File: config.mk
export PLATFORM = sky130hd
export DESIGN_NAME = hue_gradient_pixel_generator
export DESIGN_NICKNAME = d
export VERILOG_FILES = /design/src/hdl/hgpg_pkg.sv /design/src/hdl/hgpg_to_byte.sv /design/src/hdl/hue_gradient_pixel_generator.sv
export SDC_FILE = /design/constraint.sdc
export NUM_CORES = 2
export LEC_CHECK = 0
export BUFFER_PORTS_ARGS = -buffer_cell sky130_fd_sc_hd__buf_4
export CAP_MARGIN = 10
export CORE_MARGIN = 2
export CORE_UTILIZATION = 25
export DETAILED_ROUTE_END_ITERATION = 10
export GPL_TIMING_DRIVEN = 0
export MAX_ROUTING_LAYER = met4
export PLACE_DENSITY_LB_ADDON = 0.3
export SLEW_MARGIN = 10
export SYNTH_ARGS = -nofsm -noshare
export SYNTH_HDL_FRONTEND = slang
export SYNTH_SLANG_ARGS = --single-unit
File: constraint.sdc
create_clock -name clk_i -period 12 [get_ports clk_i]
set_clock_uncertainty 0.05 [all_clocks]
set_input_delay 1.2 -clock clk_i [delete_from_list [all_inputs] [get_ports clk_i]]
set_output_delay 1.2 -clock clk_i [all_outputs]
set_load 0.02 [all_outputs]
File: src/hdl/hgpg_pkg.sv
// ============================================================================
// hgpg_pkg
// Shared types and constants for the hue gradient pixel generator.
// ============================================================================
`default_nettype none

package hgpg_pkg;

  // Configuration register indexes
  typedef enum logic [1:0] {
    CFG_SATURATION  = 2'd0,
    CFG_VALUE_BASE  = 2'd1,
    CFG_VALUE_SLOPE = 2'd2
  } cfg_idx_e;

  // Reset values of the configuration registers (Q0.16)
  localparam logic [15:0] SATURATION_RST  = 16'd65535;
  localparam logic [15:0] VALUE_BASE_RST  = 16'd39322;
  localparam logic [15:0] VALUE_SLOPE_RST = 16'd26214;

  // Alpha is always opaque
  localparam logic [7:0] ALPHA_OPAQUE = 8'hFF;

  // Hue sectors of the six-sector rule
  typedef enum logic [2:0] {
    SEC_RED     = 3'd0,
    SEC_YELLOW  = 3'd1,
    SEC_GREEN   = 3'd2,
    SEC_CYAN    = 3'd3,
    SEC_BLUE    = 3'd4,
    SEC_MAGENTA = 3'd5
  } hue_sector_e;

endpackage

`default_nettype wire

File: src/hdl/hgpg_to_byte.sv
// ============================================================================
// hgpg_to_byte
// Scales a Q0.16 level to an 8-bit channel: (level * 255) >> 16, truncated.
// ============================================================================
`default_nettype none

module hgpg_to_byte (
  input  logic [15:0] level_i,
  output logic [7:0]  byte_o
);

  logic [23:0] scaled;

  // x*255 = (x << 8) - x, never negative
  assign scaled = {level_i, 8'h00} - {8'h00, level_i};
  assign byte_o = scaled[23:16];

endmodule

`default_nettype wire

File: src/hdl/hue_gradient_pixel_generator.sv
// ============================================================================
// hue_gradient_pixel_generator
// Per-pixel HSV gradient test pattern: hue from column, row and phase,
// brightness ramp over the rows, six-sector HSV to RGB, 8-bit channels.
// ============================================================================
//
//  channel | handshake             | payload
//  --------+-----------------------+--------------------------------------
//  in      | in_valid_i/in_stall_o | pixel_x_i, pixel_y_i, phase_i
//  out     | out_valid_o/out_stall_i | red_o, green_o, blue_o, alpha_o
//  cfg     | cfg_valid_i/cfg_ready_o | cfg_index_i, cfg_data_i
//
//  One word in and one word out per clock while the output is not stalled;
//  words pass through six register stages (table lookup, reciprocal multiply,
//  remainder fix, chroma multiply, ramp multiply, channel scaling).
//  Reset clears every stage valid bit and loads the register defaults.
//  A stall holds only the stages that are full behind a full stage; empty
//  stages keep filling, so an input word is taken while a result waits.
//  Config writes are always ready.
//
`default_nettype none

module hue_gradient_pixel_generator
  import hgpg_pkg::*;
#(
  parameter int FRAME_WIDTH  = 256,
  parameter int FRAME_HEIGHT = 256
) (
  input  logic        clk_i,
  input  logic        rst_ni,
  // input pixel words
  input  logic        in_valid_i,
  output logic        in_stall_o,
  input  logic [7:0]  pixel_x_i,
  input  logic [7:0]  pixel_y_i,
  input  logic [15:0] phase_i,
  // output color words
  output logic        out_valid_o,
  input  logic        out_stall_i,
  output logic [7:0]  red_o,
  output logic [7:0]  green_o,
  output logic [7:0]  blue_o,
  output logic [7:0]  alpha_o,
  // register writes
  input  logic        cfg_valid_i,
  output logic        cfg_ready_o,
  input  logic [1:0]  cfg_index_i,
  input  logic [15:0] cfg_data_i
);

  localparam int          NSTG      = 6;
  localparam int          HW        = $clog2(FRAME_HEIGHT + 1);
  localparam logic [HW-1:0] HEIGHT_C = HW'(FRAME_HEIGHT);
  // floor(2^24 / H); product slope*y stays below 2^24, so error is at most one
  localparam logic [23:0] RECIP     = 24'((64'd1 << 24) / FRAME_HEIGHT);

  // --------------------------------------------------------------------------
  // Configuration registers
  // --------------------------------------------------------------------------
  logic [15:0] saturation_q, value_base_q, value_slope_q;

  assign cfg_ready_o = 1'b1;

  always_ff @(posedge clk_i or negedge rst_ni) begin
    if (!rst_ni) begin
      saturation_q  <= SATURATION_RST;
      value_base_q  <= VALUE_BASE_RST;
      value_slope_q <= VALUE_SLOPE_RST;
    end else if (cfg_valid_i && cfg_ready_o) begin
      unique case (cfg_idx_e'(cfg_index_i))
        CFG_SATURATION:  saturation_q  <= cfg_data_i;
        CFG_VALUE_BASE:  value_base_q  <= cfg_data_i;
        CFG_VALUE_SLOPE: value_slope_q <= cfg_data_i;
        default: ;
      endcase
    end
  end

  // --------------------------------------------------------------------------
  // Stage valid bits and per-stage ready chain
  // --------------------------------------------------------------------------
  logic [NSTG:1] vld_q;
  logic [NSTG:1] rdy;
  logic [NSTG:0] vld_in;

  assign vld_in = {vld_q, in_valid_i};

  always_comb begin
    rdy[NSTG] = !vld_q[NSTG] || !out_stall_i;
    for (int k = NSTG - 1; k >= 1; k--) begin
      rdy[k] = !vld_q[k] || rdy[k+1];
    end
  end

  always_ff @(posedge clk_i or negedge rst_ni) begin
    if (!rst_ni) begin
      vld_q <= '0;
    end else begin
      for (int k = 1; k <= NSTG; k++) begin
        if (rdy[k]) vld_q[k] <= vld_in[k-1];
      end
    end
  end

  assign in_stall_o  = !rdy[1];
  assign out_valid_o = vld_q[NSTG];

  // --------------------------------------------------------------------------
  // Hue offset tables: x*65536/W and y*32768/H, low 16 bits
  // --------------------------------------------------------------------------
  logic [15:0] hx_tab [256];
  logic [15:0] hy_tab [256];

  for (genvar g = 0; g < 256; g++) begin : g_tab
    localparam int HX = (g * 65536) / FRAME_WIDTH;
    localparam int HY = (g * 32768) / FRAME_HEIGHT;
    assign hx_tab[g] = 16'(HX);
    assign hy_tab[g] = 16'(HY);
  end

  // --------------------------------------------------------------------------
  // Stage 1: hue sum, slope * row
  // --------------------------------------------------------------------------
  logic [15:0] hue1_d, hue1_q;
  logic [23:0] prod1_d, prod1_q;

  assign hue1_d  = hx_tab[pixel_x_i] + hy_tab[pixel_y_i] + phase_i;
  assign prod1_d = 24'(value_slope_q) * 24'(pixel_y_i);

  always_ff @(posedge clk_i) begin
    if (rdy[1]) begin
      hue1_q  <= hue1_d;
      prod1_q <= prod1_d;
    end
  end

  // --------------------------------------------------------------------------
  // Stage 2: sector split, reciprocal estimate of prod / H
  // --------------------------------------------------------------------------
  logic [18:0]  hh2;
  logic [47:0]  qest2;
  hue_sector_e  sector2_q;
  logic [15:0]  frac2_q;
  logic [23:0]  quot2_d, quot2_q;
  logic [23:0]  prod2_q;

  assign hh2     = 19'(hue1_q) * 19'd6;
  assign qest2   = 48'(prod1_q) * 48'(RECIP);
  assign quot2_d = qest2[47:24];

  always_ff @(posedge clk_i) begin
    if (rdy[2]) begin
      sector2_q <= hue_sector_e'(hh2[18:16]);
      frac2_q   <= hh2[15:0];
      quot2_q   <= quot2_d;
      prod2_q   <= prod1_q;
    end
  end

  // --------------------------------------------------------------------------
  // Stage 3: remainder fix, brightness with saturation, ramp fraction
  // --------------------------------------------------------------------------
  logic [23+HW:0] qh3;
  logic [23:0]    rem3;
  logic [23:0]    quot3;
  logic [24:0]    vsum3;
  logic [15:0]    val3_d, val3_q;
  logic [16:0]    fsel3_d, fsel3_q;
  hue_sector_e    sector3_q;

  assign qh3   = {{HW{1'b0}}, quot2_q} * {24'h0, HEIGHT_C};
  assign rem3  = prod2_q - qh3[23:0];
  assign quot3 = quot2_q + 24'(rem3 >= 24'(HEIGHT_C));
  assign vsum3 = 25'(value_base_q) + 25'(quot3);
  assign val3_d = (vsum3[24:16] != '0) ? 16'hFFFF : vsum3[15:0];

  // odd sectors ramp down
  assign fsel3_d = sector2_q[0] ? (17'h10000 - 17'(frac2_q)) : 17'(frac2_q);

  always_ff @(posedge clk_i) begin
    if (rdy[3]) begin
      val3_q    <= val3_d;
      fsel3_q   <= fsel3_d;
      sector3_q <= sector2_q;
    end
  end

  // --------------------------------------------------------------------------
  // Stage 4: chroma = value * saturation
  // --------------------------------------------------------------------------
  logic [31:0]  cv4;
  logic [15:0]  chroma4_q, val4_q;
  logic [16:0]  fsel4_q;
  hue_sector_e  sector4_q;

  assign cv4 = 32'(val3_q) * 32'(saturation_q);

  always_ff @(posedge clk_i) begin
    if (rdy[4]) begin
      chroma4_q <= cv4[31:16];
      val4_q    <= val3_q;
      fsel4_q   <= fsel3_q;
      sector4_q <= sector3_q;
    end
  end

  // --------------------------------------------------------------------------
  // Stage 5: ramp component and minimum level
  // --------------------------------------------------------------------------
  logic [32:0]  xc5;
  logic [15:0]  ramp5_q, chroma5_q, min5_q;
  hue_sector_e  sector5_q;

  assign xc5 = 33'(chroma4_q) * 33'(fsel4_q);

  always_ff @(posedge clk_i) begin
    if (rdy[5]) begin
      ramp5_q   <= xc5[31:16];
      chroma5_q <= chroma4_q;
      min5_q    <= val4_q - chroma4_q;
      sector5_q <= sector4_q;
    end
  end

  // --------------------------------------------------------------------------
  // Stage 6: sector mapping and 8-bit scaling
  // --------------------------------------------------------------------------
  logic [15:0] rc, gc, bc;
  logic [15:0] rl, gl, bl;
  logic [7:0]  red_d, green_d, blue_d;
  logic [7:0]  red_q, green_q, blue_q;

  always_comb begin
    case (sector5_q)
      SEC_RED: begin
        rc = chroma5_q; gc = ramp5_q;   bc = '0;
      end
      SEC_YELLOW: begin
        rc = ramp5_q;   gc = chroma5_q; bc = '0;
      end
      SEC_GREEN: begin
        rc = '0;        gc = chroma5_q; bc = ramp5_q;
      end
      SEC_CYAN: begin
        rc = '0;        gc = ramp5_q;   bc = chroma5_q;
      end
      SEC_BLUE: begin
        rc = ramp5_q;   gc = '0;        bc = chroma5_q;
      end
      default: begin
        rc = chroma5_q; gc = '0;        bc = ramp5_q;
      end
    endcase
  end

  // component + min never exceeds the value
  assign rl = rc + min5_q;
  assign gl = gc + min5_q;
  assign bl = bc + min5_q;

  hgpg_to_byte u_red   (.level_i(rl), .byte_o(red_d));
  hgpg_to_byte u_green (.level_i(gl), .byte_o(green_d));
  hgpg_to_byte u_blue  (.level_i(bl), .byte_o(blue_d));

  always_ff @(posedge clk_i) begin
    if (rdy[6]) begin
      red_q   <= red_d;
      green_q <= green_d;
      blue_q  <= blue_d;
    end
  end

  assign red_o   = red_q;
  assign green_o = green_q;
  assign blue_o  = blue_q;
  assign alpha_o = ALPHA_OPAQUE;

  // --------------------------------------------------------------------------
  // Assertions
  // --------------------------------------------------------------------------
  a_accept_fills_s1 : assert property (@(posedge clk_i) disable iff (!rst_ni)
    (in_valid_i && !in_stall_o) |=> vld_q[1])
    else $error("accepted word did not reach stage 1");

  a_full_pipe_stalls : assert property (@(posedge clk_i) disable iff (!rst_ni)
    (vld_q == '1 && out_stall_i) |-> in_stall_o)
    else $error("input taken while pipeline full and output stalled");

  a_sector_range : assert property (@(posedge clk_i) disable iff (!rst_ni)
    vld_q[2] |-> (sector2_q <= SEC_MAGENTA))
    else $error("hue sector out of range");

  a_rem_bound : assert property (@(posedge clk_i) disable iff (!rst_ni)
    vld_q[2] |-> (qh3[23:0] <= prod2_q) && (rem3 < (24'(HEIGHT_C) << 1)))
    else $error("reciprocal estimate off by more than one");

  a_ramp_le_chroma : assert property (@(posedge clk_i) disable iff (!rst_ni)
    vld_q[5] |-> (ramp5_q <= chroma5_q) && (32'(min5_q) + 32'(chroma5_q) <= 32'hFFFF))
    else $error("ramp component exceeds chroma");

endmodule

`default_nettype wire

Yosys cells after proc, flatten, opt, wreduce, memory -nomap -nowiden:

Memories as Yosys holds them, arrays and structs flattened.
Cells that the tools add are included.

* register bits: 315
* bits in read-only memories: 8192
* output and inout bits: 35
* logic and storage cells: 95
* memories kept: 2

Memory list
* (name not given): words 256, bits a word 16, rd ports 1, clocked after Yosys merged registers in 0, write ports 0, RTL line hue_gradient_pixel_generator.sv:127 `assign hue1_d = hx_tab[pixel_x_i] + hy_tab[pixel_y_i] + phase_i;`
* (name not given): words 256, bits a word 16, rd ports 1, clocked after Yosys merged registers in 0, write ports 0, RTL line hue_gradient_pixel_generator.sv:127

* $add $sub $neg: 13
* multipliers: 4
* magnitude comparators: 3
* equality and inequality tests: 6
* muxes and demuxes: 8
* bitwise operators: 2
* reduce and logical (&&, ||, !) cells: 26

Operators with widths (count)
* $pmux 16 s2: 3
* $add 16x16->16: 5
* $mux 16: 5
* $sub 24x16->24: 3
* $mul 16x16->32: 1
* $mul 16x17->32: 1
* $ge 24x9->1 const B: 1
* $mul 16x8->24: 1
* $sub 24x24->24: 1
* $add 16x17->18: 1
* $ge 9x9->1 const B: 2
* $mul 16x2->18 const B: 1
* $not 8->9: 2
* $add 16x1->17: 1
* $sub 17x16->17 const A: 1
* $sub 16x16->16: 1
* $reduce_or 2->1: 6
* $reduce_bool 9->1: 1
* $logic_not 1->1: 8
* $eq 3x2->1 const B: 2
* $logic_or 1x1->1: 6
* $reduce_and 2->1: 3
* $eq 3x1->1 const B: 1
* $eq 3x3->1 const B: 1
* 4 further kinds: 4

Longest topological paths before layout:

* depth in word-level cells: 8
* mapped depth: 27
* gate-level depth less buffers: 24

Hierarchy:

From an unflattened synthesis, not the netlist that was laid out.

* cells, all modules: 3521
* area, all modules: 34889.7 um2

Modules (own cells, without submodules)
* hue_gradient_pixel_generator: times used 1, cells an instance 3329, area an instance 33519.6 um2, sequential area each 8207.9 um2
* hgpg_to_byte: times used 3, cells an instance 64, area an instance 456.7 um2, sequential area each 0.0 um2

Worst setup path before layout:

OpenSTA, ideal clock, no wires.

* path kind: reg-to-reg
* start point: register saturation_q[9]
* end point: register chroma4_q[10] (data pin)
* library setup time: 0.258 ns
* arrival: 6.033 ns
* data required time: 11.692 ns
* path slack: 5.659 ns
* stages on the path, launching flop included: 25
* clock period less this slack: 6.341 ns
* cells stage by stage: dfstp_2 clkbuf_1 clkbuf_1 nand2_1 fa_1 inv_1 fa_1 inv_1 fa_1 inv_1 fa_1 fa_1 inv_1 fa_1 inv_1 ha_1 a21oi_1 o21ai_0 a31oi_1 o21ai_0 a211o_1 a41o_1 o311a_1 nor2_1 xnor2_1

* cells in the longest elaborated chain, start to end: 1

RTL lines
* start, declared: RTL line hue_gradient_pixel_generator.sv:60 `logic [15:0] saturation_q, value_base_q, value_slope_q;`
* start signal, assigned: RTL line hue_gradient_pixel_generator.sv:71 `CFG_SATURATION: saturation_q <= cfg_data_i;`
* $mul 16x16->32: RTL line hue_gradient_pixel_generator.sv:196 `assign cv4 = 32'(val3_q) * 32'(saturation_q);`
* net cv4[26]: RTL line hue_gradient_pixel_generator.sv:191 `logic [31:0] cv4;`
* end signal, assigned: RTL line hue_gradient_pixel_generator.sv:200 `chroma4_q <= cv4[31:16];`
* end, declared: RTL line hue_gradient_pixel_generator.sv:192 `logic [15:0] chroma4_q, val4_q;`

The timed path passes the listed nets, and every way through them passes these cells.
A chain may end at the register's enable or synchronous reset.

Worst setup path after layout:

* start point: register chroma4_q[1]
* end point: register ramp5_q[12] (data pin)

* cells in the longest elaborated chain, start to end: 1

RTL lines
* $mul 16x17->32: RTL line hue_gradient_pixel_generator.sv:214 `assign xc5 = 33'(chroma4_q) * 33'(fsel4_q);`
* net xc5[28]: RTL line hue_gradient_pixel_generator.sv:210 `logic [32:0] xc5;`
* end signal, assigned: RTL line hue_gradient_pixel_generator.sv:218 `ramp5_q <= xc5[31:16];`
* end, declared: RTL line hue_gradient_pixel_generator.sv:211 `logic [15:0] ramp5_q, chroma5_q, min5_q;`

The timed path passes the listed nets, and every way through them passes these cells.

==> run_results.csv <==
group,metric,value,unit
synth,synth_commonest_cells,"630 x inv_1, 482 x fa_1, 469 x nand2_1, 365 x ha_1, 297 x and2_1",
place,hpwl,76600,um
finish,fin_area,39800,um^2
finish,layout-drive-gt1-share,6.95,%
clock_tree,cts_buffers,37,
timing,rsz0062_at_grt,"no",
route,drtIter0Drc,1421,
finish,nNetsFinal,4631,
critical_path,start_kind,"flop",
place,dp_cells,5580,
global_route,grt_max_degree,55,
global_route,antenna_found_initial,7,
route,drc,0,
clock_tree,cts.repair.resized,0,
timing,fin_tns_setup,0,ns
floorplanning,row_count,138,
finish,fillerInstances,14900,
timing,drv_slew,0,
synth,yosysWarnings,0,
floorplanning,coreArea,141000,um^2
clock_tree,clock-sinks,281,
floorplanning,initial_core_util,25.1,%
synth,post-synth-top-count-cell,"inv_1",
clock_tree,post_cts_buffers,0,
place,gp_congestion,0.900,
synth,postSynth.asyncResetShare,19.2,%
critical_path,crit_fanout,10,
synth,synth_top_area_cell,"fa_1",
synth,syn_area_per_cell,9.84,um^2
floorplanning,die_h,380,um
timing,hold_violations,0,
clock_tree,cts_hold_buffers,0,
finish,stdcell_count,5649,
finish,multi_input_comb_area,24400,um^2
timing,slew_headroom,30.6,%
clock_tree,clk_pin_slew,0.06,ns
route,dr.pass1.iters,5,
run,maxCapViolCount,0,
critical_path,crit_required,12.30,ns
clock_tree,h-tree-depth,2,
synth,synth_area,35400,um^2
synth,synthFlopType,"edfxtp_1",
floorplanning,boundaryPins,90,
synth,synth_area_leaders,"fa_1 27%, edfxtp_1 19%, ha_1 13%, inv_1 6.7%, and2_1 5.2%",
synth,yosysTopAreaCellShare,27.2,%
timing,period_share,69.1,%
global_route,grt_overflow,0,
timing,min_period,8.29,ns
route,route.vias.total,24700,
timing,setup_viol,0,
global_route,gr-usage-all-layers,13.7,%
synth,yosysSeqAreaShare,23.2,%
floorplanning,die_area,145000,um^2
critical_path,cp.arrival,8.59,ns
min_path,hp-class,"reg2reg",
finish,syn_to_final_growth,12.5,%
route,wl_per_cell,16.7,um
clock_tree,root_buffer,"clkbuf_16",
clock_tree,clkLatencyLatePin,0.56,ns
global_route,grt_pass1_wl,152000,um
finish,register_area,8210,um^2
route,vias_per_cell,4.37,
place,portBuffers,80,
critical_path,cp-end-kind,"flop",
floorplanning,die_x,380,um
place,dpl_cell_area,38500,um^2
timing,clock.fmax,121,MHz
synth,synth_edf_count,227,
critical_path,critPathKind,"reg2reg",
global_route,grt_pass1_vias,26400,
synth,ys_types,84,
synth,syn_inst,3599,
synth,ys_ff_latch,281,
timing,worst_pin_slew,1.01,ns
clock_tree,cts_max_path_buffers,3,
clock_tree,cts_tree,"yes",
route,routed_wirelength,94200,um
status,run_status,"complete, no violations",
route,antenna_left,0,
==> critical path: stages (launching register included) <==
cell,delay [ns]
edfxtp_1,0.73
clkbuf_1,0.57
nand2_1,0.17
fa_1,0.54
fa_1,0.58
fa_1,0.45
fa_1,0.55
inv_1,0.05
fa_1,0.47
inv_1,0.05
fa_1,0.47
inv_1,0.04
ha_1,0.29
nand4_1,0.15
nor3_1,0.64
a2111oi_0,0.37
or3_1,0.53
a211oi_1,0.54
a31o_2,0.29
nor3_1,0.06
o21bai_1,0.16
xor2_1,0.30
==> cell type report <==
type | count | share of cell area, %
sequential | 281 | 20.6
inverter | 631 | 5.95
tap | 1890 | 5.94
clock inverter | 27 | 0.914
multi-input combinational | 2568 | 61.2
timing repair buffer | 83 | 1.68
buffer | 127 | 1.28
antenna | 1 | 0.00628
clock buffer | 41 | 2.42
==> routing by layer <==
| metal | vias to the layer above | wire, um | track usage (%) |
|---|---|---|---|
| met4 | 0 | 1900 | 2.89 |
| met1 | 12300 | 43300 | 17.8 |
| li1 | 11900 | - | - |
| met5 | - | 0 | - |
| met3 | 108 | 3540 | 1.43 |
| met2 | 463 | 45500 | 22.9 |
==> cells by family (layout without fill, tap and decap cells) <==
family | after synthesis | count (layout) | synth area share (%)
compound gates | 421 | 421 | 7.94
xor+xnor | 157 | 157 | 3.88
fa+ha+maj | 847 | 847 | 40.1
buf+inv | 758 | 909 | 8.13
flops | 281 | 281 | 23.2
mux | 64 | 64 | 1.98
other cells | 1 | 10 | 0.0106
simple gates | 1070 | 1070 | 14.7
==> worst paths after layout <==
| kind | start | endpoint | slack (ns) | cells past startpoint |
|---|---|---|---|---|
| max in group asynchronous | rst_ni | vld_q[3] | 10.70 | 1 |
| worst min register to register | sector3_q[0] | sector4_q[0] | 0.36 | 0 |
| worst max register to register | chroma4_q[1] | ramp5_q[12] | 3.71 | 21 |
| worst min-delay path | sector3_q[0] | sector4_q[0] | 0.36 | 0 |
| min in group asynchronous | rst_ni | value_slope_q[4] | 0.65 | 1 |
| worst max-delay path | chroma4_q[1] | ramp5_q[12] | 3.71 | 21 |
==> layout by cell type, fill, tap and decap left out, types with 15 or more instances in the layout <==
master	instances
nor3_1	40
nand3_1	42
clkbuf_16	38
inv_1	628
mux2i_1	15
a221oi_1	17
buf_4	89
fa_1	482
o21ai_0	56
xor2_1	47
edfxtp_1	227
ha_1	365
xnor2_1	110
or3_1	16
nor2b_1	22
nand2b_1	22
a21oi_1	144
and2_1	297
dfstp_2	32
mux2_2	49
dfrtp_1	22
a21boi_0	19
o21a_1	22
clkbuf_1	113
a21o_1	41
nor2_1	104
o31ai_1	15
nand2_1	466
==> per-stage QoR <==
| stage | setup WS [ns] | utilization, % | hold WS (ns) |
|---|---|---|---|
| 2_1_floorplan | 5.66 | - | 0.350 |
| 3_3_place_gp | 3.66 | 27.2 | 0.350 |
| 3_5_place_dp | 3.64 | 27.3 | 0.355 |
| 4_1_cts | 3.63 | 28.2 | 0.363 |
| 5_1_grt | 3.27 | 28.2 | 0.372 |
| 6_report | 3.71 | 28.2 | 0.363 |
Power is not shown: default switching activity piles up to over one toggle a cycle in this logic, so the estimate is an artifact.
